`src/hw/rtl/atat_pkg.sv`:
```
// Package for the tilt-angle tracker: sizes, event codes and the arctangent table.
// No dependencies.
`default_nettype none
package atat_pkg;
   localparam int AXIS_COUNT   = 3;
   localparam int AXIS_W       = (AXIS_COUNT > 1) ? $clog2(AXIS_COUNT) : 1;
   localparam int CORDIC_STEPS = 24;
   localparam int STEP_W       = 5;
   localparam int DP_W         = 68;   // working width of the x/y datapath
   localparam int Z_W          = 30;
   localparam logic [15:0] ABS_EVENT_TYPE = 16'd3;
   localparam logic signed [Z_W-1:0] DEG90_Z  = 30'sd94371840;
   localparam logic signed [Z_W-1:0] DEG180_Z = 30'sd188743680;

   function automatic logic signed [Z_W-1:0] atan_z(input logic [STEP_W-1:0] i);
      logic signed [Z_W-1:0] r;
      case (i)
         5'd0: r = 30'sd47185920;  5'd1: r = 30'sd27855475;
         5'd2: r = 30'sd14718068;  5'd3: r = 30'sd7471121;
         5'd4: r = 30'sd3750058;   5'd5: r = 30'sd1876857;
         5'd6: r = 30'sd938658;    5'd7: r = 30'sd469357;
         5'd8: r = 30'sd234682;    5'd9: r = 30'sd117342;
         5'd10: r = 30'sd58671;    5'd11: r = 30'sd29335;
         5'd12: r = 30'sd14668;    5'd13: r = 30'sd7334;
         5'd14: r = 30'sd3667;     5'd15: r = 30'sd1833;
         5'd16: r = 30'sd917;      5'd17: r = 30'sd458;
         5'd18: r = 30'sd229;      5'd19: r = 30'sd115;
         5'd20: r = 30'sd57;       5'd21: r = 30'sd29;
         5'd22: r = 30'sd14;       5'd23: r = 30'sd7;
         default: r = '0;
      endcase
      return r;
   endfunction
endpackage
`default_nettype wire

```
`src/hw/rtl/atat_if.sv`:
```
// Valid/ready channel interfaces for event items and result items.
// Depends on nothing.
`default_nettype none
interface atat_req_if (input wire logic clock);
   logic               valid;
   logic               ready;
   logic [15:0]        event_type;
   logic [15:0]        event_code;
   logic signed [15:0] event_value;
   modport source (output valid, event_type, event_code, event_value, input ready);
   modport sink   (input valid, event_type, event_code, event_value, output ready);
endinterface

interface atat_rsp_if (input wire logic clock);
   logic               valid;
   logic               ready;
   logic [2:0]         axis_number;
   logic signed [15:0] acceleration;
   logic               angle_valid;
   logic [13:0]        gravity_angle;
   modport source (output valid, axis_number, acceleration, angle_valid, gravity_angle,
                   input ready);
   modport sink   (input valid, axis_number, acceleration, angle_valid, gravity_angle,
                   output ready);
endinterface
`default_nettype wire

```
`src/hw/rtl/accel_tilt_angle_tracker_core.sv`:
```
// Tilt-angle tracker top level: axis store, sum of squares, root and CORDIC sequencer.
// Depends on atat_pkg and the interfaces in atat_if.sv.
`default_nettype none
// An absolute-axis event (type 3, code below the axis count) updates that axis and gives
// one result: the reading and, once every axis has been seen and the magnitude is
// nonzero, the angle to gravity in 1/64 degree. Other events are taken and give
// nothing. A kept event with a valid angle passes through three sum-of-squares steps,
// one normalise step, the 32 steps of the bit-serial square root, the 24 CORDIC steps
// and a final clamp and round before its result is valid. Without a valid angle the
// result follows the normalise step directly. The result is held until the handshake
// takes it. The input is not ready while an item is at work or its result waits.
module accel_tilt_angle_tracker_core
   import atat_pkg::*;
(
   input wire logic   clock,
   input wire logic   reset,
   atat_req_if.sink   req,
   atat_rsp_if.source rsp
);
   typedef enum logic [6:0] {
      ST_IDLE = 7'b0000001, ST_SUM = 7'b0000010, ST_NORM = 7'b0000100,
      ST_ROOT = 7'b0001000, ST_ROT = 7'b0010000, ST_FIN = 7'b0100000,
      ST_OUT  = 7'b1000000
   } state_type;

   state_type state_ff, state_in;
   logic signed [15:0] rdg_ff [AXIS_COUNT];
   logic [AXIS_COUNT-1:0] seen_ff;
   logic [AXIS_W-1:0] axis_ff, idx_ff;
   logic signed [15:0] val_ff;
   logic [63:0] s_ff, n_ff, r_ff, b_ff;
   logic [4:0] k_ff;
   logic [STEP_W:0] cnt_ff;
   logic signed [DP_W-1:0] x_ff, y_ff;
   logic signed [Z_W-1:0] z_ff;
   logic ok_ff;
   logic [13:0] ang_ff;

   wire accept = req.valid && req.ready;
   wire keep   = req.event_type == ABS_EVENT_TYPE && req.event_code < 16'(AXIS_COUNT);
   assign req.ready = state_ff == ST_IDLE;

   logic signed [31:0] sq;
   logic signed [31:0] vsq;
   assign sq  = rdg_ff[idx_ff] * rdg_ff[idx_ff];
   assign vsq = val_ff * val_ff;

   always_comb begin
      state_in = state_ff;
      unique case (state_ff)
         ST_IDLE: if (accept && keep) state_in = ST_SUM;
         ST_SUM:  if (32'(idx_ff) == AXIS_COUNT-1) state_in = ST_NORM;
         ST_NORM: state_in = (&seen_ff && s_ff != 0) ? ST_ROOT : ST_OUT;
         ST_ROOT: if (b_ff[1:0] != 2'b00 || b_ff == 0) state_in = ST_ROT;
         ST_ROT:  if (cnt_ff == 6'(CORDIC_STEPS-1)) state_in = ST_FIN;
         ST_FIN:  state_in = ST_OUT;
         ST_OUT:  if (rsp.ready) state_in = ST_IDLE;
         default: state_in = ST_IDLE;
      endcase
   end

   logic signed [DP_W-1:0] dx, dy;
   logic [4:0] shamt;
   assign shamt = cnt_ff[4:0];
   assign dx = y_ff >>> shamt;
   assign dy = x_ff >>> shamt;
   logic [63:0] rb;
   assign rb = r_ff + b_ff;

   // final root step result (one more step when b is at its last nonzero value)
   function automatic logic [63:0] rb_fin(input logic [63:0] n, input logic [63:0] r,
                                          input logic [63:0] b);
      logic [63:0] rr;
      rr = r;
      if (b != 0) rr = (n >= r + b) ? (r >> 1) + b : r >> 1;
      return rr;
   endfunction

   // k: largest in 0..31 with S*4^k < 2^62
   function automatic logic [4:0] norm_k(input logic [63:0] s);
      logic [4:0] k;
      k = 5'd0;
      for (int j = 1; j < 32; j++)
         if (s < (64'd1 << (62 - 2*j))) k = 5'(j);
      return k;
   endfunction

   always_ff @(posedge clock) begin
      if (reset) begin
         state_ff <= ST_IDLE;
         seen_ff  <= '0;
      end else begin
         state_ff <= state_in;
         unique case (state_ff)
            ST_IDLE: if (accept && keep) begin
               rdg_ff[req.event_code[AXIS_W-1:0]] <= req.event_value;
               seen_ff[req.event_code[AXIS_W-1:0]] <= 1'b1;
               axis_ff <= req.event_code[AXIS_W-1:0];
               val_ff  <= req.event_value;
               idx_ff  <= '0;
               s_ff    <= '0;
            end
            ST_SUM: begin
               if (seen_ff[idx_ff]) s_ff <= s_ff + 64'(unsigned'(sq));
               idx_ff <= idx_ff + 1'b1;
            end
            ST_NORM: begin
               k_ff <= norm_k(s_ff);
               n_ff <= (s_ff - 64'(unsigned'(vsq))) << (2*norm_k(s_ff));
               r_ff <= '0;
               b_ff <= 64'h4000_0000_0000_0000;
               ok_ff <= &seen_ff && s_ff != 0;
            end
            ST_ROOT: begin
               if (b_ff != 0) begin
                  if (n_ff >= rb) begin
                     n_ff <= n_ff - rb;
                     r_ff <= (r_ff >> 1) + b_ff;
                  end else
                     r_ff <= r_ff >> 1;
                  b_ff <= b_ff >> 2;
               end
               if (b_ff[1:0] != 2'b00 || b_ff == 0) begin
                  cnt_ff <= '0;
                  if (val_ff < 0) begin
                     x_ff <= DP_W'(rb_fin(n_ff, r_ff, b_ff));
                     y_ff <= -(DP_W'(val_ff) <<< k_ff);
                     z_ff <= DEG90_Z;
                  end else begin
                     x_ff <= DP_W'(val_ff) <<< k_ff;
                     y_ff <= DP_W'(rb_fin(n_ff, r_ff, b_ff));
                     z_ff <= '0;
                  end
               end
            end
            ST_ROT: begin
               if (y_ff > 0) begin
                  x_ff <= x_ff + dx; y_ff <= y_ff - dy; z_ff <= z_ff + atan_z(shamt);
               end else begin
                  x_ff <= x_ff - dx; y_ff <= y_ff + dy; z_ff <= z_ff - atan_z(shamt);
               end
               cnt_ff <= cnt_ff + 1'b1;
            end
            ST_FIN: begin
               if (z_ff < 0) ang_ff <= '0;
               else if (z_ff > DEG180_Z) ang_ff <= 14'd11520;
               else ang_ff <= 14'((z_ff + 30'sd8192) >>> 14);
            end
            ST_OUT: ;
            default: ;
         endcase
         if (state_ff == ST_NORM && !(&seen_ff && s_ff != 0)) ang_ff <= '0;
      end
   end

   assign rsp.valid         = state_ff == ST_OUT;
   assign rsp.axis_number   = 3'(axis_ff);
   assign rsp.acceleration  = val_ff;
   assign rsp.angle_valid   = ok_ff;
   assign rsp.gravity_angle = ok_ff ? ang_ff : 14'd0;

   a_hold: assert property (@(posedge clock) disable iff (reset)
      rsp.valid && !rsp.ready |=> rsp.valid && $stable(rsp.gravity_angle))
      else $error("result dropped");
   a_busy: assert property (@(posedge clock) disable iff (reset)
      state_ff != ST_IDLE |-> !req.ready) else $error("ready while busy");
   a_range: assert property (@(posedge clock) disable iff (reset)
      rsp.valid |-> rsp.gravity_angle <= 14'd11520) else $error("angle range");
   a_seen: assert property (@(posedge clock) disable iff (reset)
      rsp.valid && rsp.angle_valid |-> &seen_ff) else $error("angle without all axes");
endmodule
`default_nettype wire
```
`src/flat_wrapper.sv`:
```
// flat-port wrapper written by rule: the top's interface ports become plain ports
module accel_tilt_angle_tracker_core_flat import atat_pkg::*;
  (clock, reset, req_valid, req_event_type, req_event_code, req_event_value, req_ready, rsp_valid, rsp_axis_number, rsp_acceleration, rsp_angle_valid, rsp_gravity_angle, rsp_ready);
  atat_req_if req_i (.clock(clock));
  atat_rsp_if rsp_i (.clock(clock));
  input wire logic clock;
  input wire logic reset;
  input wire logic [$bits(req_i.valid)-1:0] req_valid;
  input wire logic [$bits(req_i.event_type)-1:0] req_event_type;
  input wire logic [$bits(req_i.event_code)-1:0] req_event_code;
  input wire logic [$bits(req_i.event_value)-1:0] req_event_value;
  output wire logic [$bits(req_i.ready)-1:0] req_ready;
  output wire logic [$bits(rsp_i.valid)-1:0] rsp_valid;
  output wire logic [$bits(rsp_i.axis_number)-1:0] rsp_axis_number;
  output wire logic [$bits(rsp_i.acceleration)-1:0] rsp_acceleration;
  output wire logic [$bits(rsp_i.angle_valid)-1:0] rsp_angle_valid;
  output wire logic [$bits(rsp_i.gravity_angle)-1:0] rsp_gravity_angle;
  input wire logic [$bits(rsp_i.ready)-1:0] rsp_ready;
  assign req_i.valid = req_valid;
  assign req_i.event_type = req_event_type;
  assign req_i.event_code = req_event_code;
  assign req_i.event_value = req_event_value;
  assign req_ready = req_i.ready;
  assign rsp_valid = rsp_i.valid;
  assign rsp_axis_number = rsp_i.axis_number;
  assign rsp_acceleration = rsp_i.acceleration;
  assign rsp_angle_valid = rsp_i.angle_valid;
  assign rsp_gravity_angle = rsp_i.gravity_angle;
  assign rsp_i.ready = rsp_ready;
  accel_tilt_angle_tracker_core u_core (.clock(clock), .reset(reset), .req(req_i), .rsp(rsp_i));
endmodule
```
`config.mk`:
```
export PLATFORM = sky130hd
export DESIGN_NAME = accel_tilt_angle_tracker_core_flat
export DESIGN_NICKNAME = d
export VERILOG_FILES = /design/src/hw/rtl/atat_pkg.sv /design/src/hw/rtl/atat_if.sv /design/src/hw/rtl/accel_tilt_angle_tracker_core.sv /design/src/flat_wrapper.sv
export SDC_FILE = /design/constraint.sdc
export NUM_CORES = 2
export LEC_CHECK = 0
export ABC_AREA = 1
export BUFFER_PORTS_ARGS = -buffer_cell sky130_fd_sc_hd__buf_4
export CORE_MARGIN = 2
export CORE_UTILIZATION = 50
export DETAILED_ROUTE_END_ITERATION = 8
export PLACE_DENSITY = 0.65
export SLEW_MARGIN = 20
export SYNTH_ARGS = -nofsm -noshare
export SYNTH_HDL_FRONTEND = slang
export SYNTH_SLANG_ARGS = --single-unit
```
`constraint.sdc`:
```
create_clock -name clock -period 24.4 [get_ports clock]
set_input_delay 3.66 -clock clock [delete_from_list [all_inputs] [get_ports clock]]
set_output_delay 3.66 -clock clock [all_outputs]
set_load 0.02 [all_outputs]
```
==> results_dict.tcl <==
set metrics [dict create \
    outcome "finished, violations left" \
    violations "DRC" \
    first_pass_iters 9 \
    grt_max_degree 108 \
    synth_compound_gate_area_share_pct 17.2 \
    synth_area_per_cell_um2 6.61 \
    cts_tree "done" \
    maxCapViolCount 0 \
    cts_resized 0 \
    numCtsBuffers 72 \
    hold_viol_final 0 \
    rsz0062_at_grt "false" \
    reg2reg_depth 39 \
    path_max_fanout 17 \
    cpLargestDelayFamily "compound AO/OA/AOI/OAI gates" \
    asyncSetResetFlopFracSynth_pct 0 \
    synth_area_um2 83800 \
    io_pins 88 \
    max_stage_delay_ns 0.62 \
    hpwl_mm 292 \
    finalSetupTns_ns 0 \
    yosys_warnings 0 \
    grt_pass1_wl_mm 522 \
    synthMuxAreaShare_pct 1.02 \
    synth_top_family_by_area "simple AND/OR/NAND/NOR gates" \
    grt_overflow 0 \
    rows 150 \
    gp_congestion 1.06 \
    slew_violations 0 \
    synth_nets 13700 \
    clkTransAtPathRegs_ns 0.06 \
    start_kind "register" \
    worstPathRequired_ns 24.97 \
    drive_above_1_share_pct 4.43 \
    initial_utilization_pct 50.2 \
    finalCriticalPeriod_ns 10.37 \
    worst_pin_slew_ns 1.23 \
    end_kind "register" \
    reg2reg_slack_ns 14.03 \
    post_cts_buffers 0 \
    cts_root_buf "clkbuf_16" \
    grt_usage_pct 40.4 \
    hp-start "u_core.seen_ff[2]$_SDFFE_PP0P_" \
    num_vias 88600 \
    finalClockSkew_ns 0.0897 \
    synth-xor-area-share_pct 4.55 \
    wire_per_inst_um 23.7 \
    max-clock-path-buffers 3 \
    min_period_over_period_pct 42.5 \
    clk_latency_ns 0.75 \
    crit_buf_inv 5 \
    coreArea_um2 167000 \
    htreeDepth 3 \
    crit_type "register to register" \
    fmax_mhz 96.4 \
    routed_wirelength_mm 351 \
    hp-class "register to register" \
    min_path_cells 2 \
    numPortBuffers 86 \
    yosys.area_share.simple_pct 28.2 \
    area_growth_pct 5.97 \
    grt_pass1_vias 85100 \
    die_h_um 413 \
    ctsHoldBuffers 0 \
    die_w_um 413 \
    yosys.area_share.adder_pct 19.5 \
    crit_slowest_cell "fa_1" \
    viasPerCell 5.99 \
    ys_seq_elements 522 \
    syn_inst 12700 \
    drtIter0Drc 10900 \
    cp.arrival_ns 10.95 \
    antenna_found_initial 14 \
    cp_common_cell "o21ai_0" \
    setup_viol 0 \
    synth-main-ff-cell "edfxtp_1" \
    die_area_um2 171000 \
    min_to "u_core.seen_ff[2]$_SDFFE_PP0P_" \
    nets 13600 \
    ys_seq_area_share_pct 18.3 \
    postRouteAntennaNets 0 \
    slew_headroom_pct 17.7 \
    worstReg2RegEnd "u_core.s_ff[62]$_SDFFCE_PN0P_" \
    drc 9 \
    cts.sinks 522 \
    synth_edf_count 484 \
    yosysUniqueCellTypes 81 \
]
## cells in the final DEF, fill, tap and decap left out, drive strengths merged, types with 134 or more instances in the layout
| master | instances |
|---|---|
| edfxtp | 484 |
| nand3 | 885 |
| ha | 543 |
| nor2 | 1351 |
| xor2 | 285 |
| a31oi | 134 |
| nor3 | 134 |
| a21oi | 830 |
| o21ai | 1203 |
| buf | 192 |
| nand2 | 2896 |
| fa | 478 |
| inv | 1986 |
| xnor2 | 150 |
## metal layers
| metal | vias to the layer above | GRT usage, % | share of wire (%) |
|---|---|---|---|
| li1 | 41400 | - | - |
| met3 | 971 | 6.70 | 9.2 |
| met2 | 4457 | 65.0 | 45 |
| met1 | 41800 | 50.4 | 39 |
| met4 | 15 | 25.4 | 7.4 |
| met5 | - | 0 | 0.028 |
## sequential cells by signal, summed over array words and instances, names as in the netlist, 3 cells and up, named ones only
name                     cells
u_core.n_ff                 64
u_core.rsp.acceleration     16
u_core.rdg_ff               48
u_core.ang_ff               14
u_core.b_ff                 32
u_core.k_ff                  5
u_core.y_ff                 68
u_core.state_ff              7
u_core.z_ff                 30
u_core.s_ff                 64
u_core.cnt_ff                6
u_core.r_ff                 64
u_core.x_ff                 68
u_core.seen_ff               3
## cell usage after synthesis, types with 85 or more instances
cell type | count | area share (%)
a21oi_1 | 829 | 5.0
a31oi_1 | 129 | 0.96
buf_2 | 91 | 0.54
clkbuf_1 | 197 | 0.88
edfxtp_1 | 484 | 17
fa_1 | 478 | 11
ha_1 | 543 | 8.1
inv_1 | 1942 | 8.7
mux2i_1 | 85 | 1.0
nand2_1 | 2880 | 13
nand3_1 | 878 | 5.2
nand4_1 | 109 | 0.81
nor2_1 | 1300 | 5.8
nor3_1 | 127 | 0.76
nor4_1 | 94 | 0.70
o211ai_1 | 96 | 0.86
o21ai_0 | 868 | 5.2
o21ai_1 | 309 | 1.8
xnor2_1 | 150 | 1.6
xor2_1 | 285 | 3.0
## kinds of logic after synthesis
logic type	after synthesis
DFF	522
muxes	85
other	1
AOI/OAI and AO/OA	2590
buffers and inverters	2395
xor gates and xnor gates	435
and+or+nand+nor	5621
adders and majority gates	1021
## worst max path at each step
stage                     cells past startpoint  slack, ns                            end  startpoint
after floorplan                               3      14.07       u_core.n_ff[0]$_DFFE_PP_       reset
after global placement                       39      14.08  u_core.s_ff[62]$_SDFFCE_PN0P_    register
after detailed placement                     39      14.13  u_core.s_ff[62]$_SDFFCE_PN0P_    register
after CTS                                    39      14.14  u_core.s_ff[62]$_SDFFCE_PN0P_    register
after global routing                         43      12.86  u_core.s_ff[62]$_SDFFCE_PN0P_    register
final                                        39      14.03  u_core.s_ff[62]$_SDFFCE_PN0P_    register
## worst reg2reg max path, delay by kind of cell, from the launching register on
kind	cells	cell delay [ns]
AO/OA/AOI/OAI	19	4.20
adder cells (fa/ha/maj)	8	3.51
buffers and inverters	5	1.10
flip-flops	1	0.60
AND/OR/NAND/NOR	7	0.85
## layout make-up
class                           instances  area (µm²)
Timing Repair Buffer                  193        1470
Inverter                             1984        7470
Tap cell                             2204        2760
Clock inverter                         46         578
Antenna cell                           10        25.0
Fill cell                           17000       78100
Sequential cell                       522       15300
Clock buffer                           87        1950
Multi-Input combinational cell       9753       59300
## per-stage QoR
step	util [%]	std cells	setup WS [ns]	hold WS (ns)	cell area [µm²]
detailed placement	51.7	14700	14.13	0.504	86200
finish	53.2	14800	14.03	0.512	88800
CTS	53.2	14800	14.14	0.511	88700
floorplan	-	12700	14.07	0.469	83800
global route	53.2	14800	12.86	0.533	88800
global placement	51.7	14700	14.08	0.496	86200
Power is left out: the tool's default activity adds up to more than one toggle a clock period on the data nets, which glitch-free logic cannot reach.
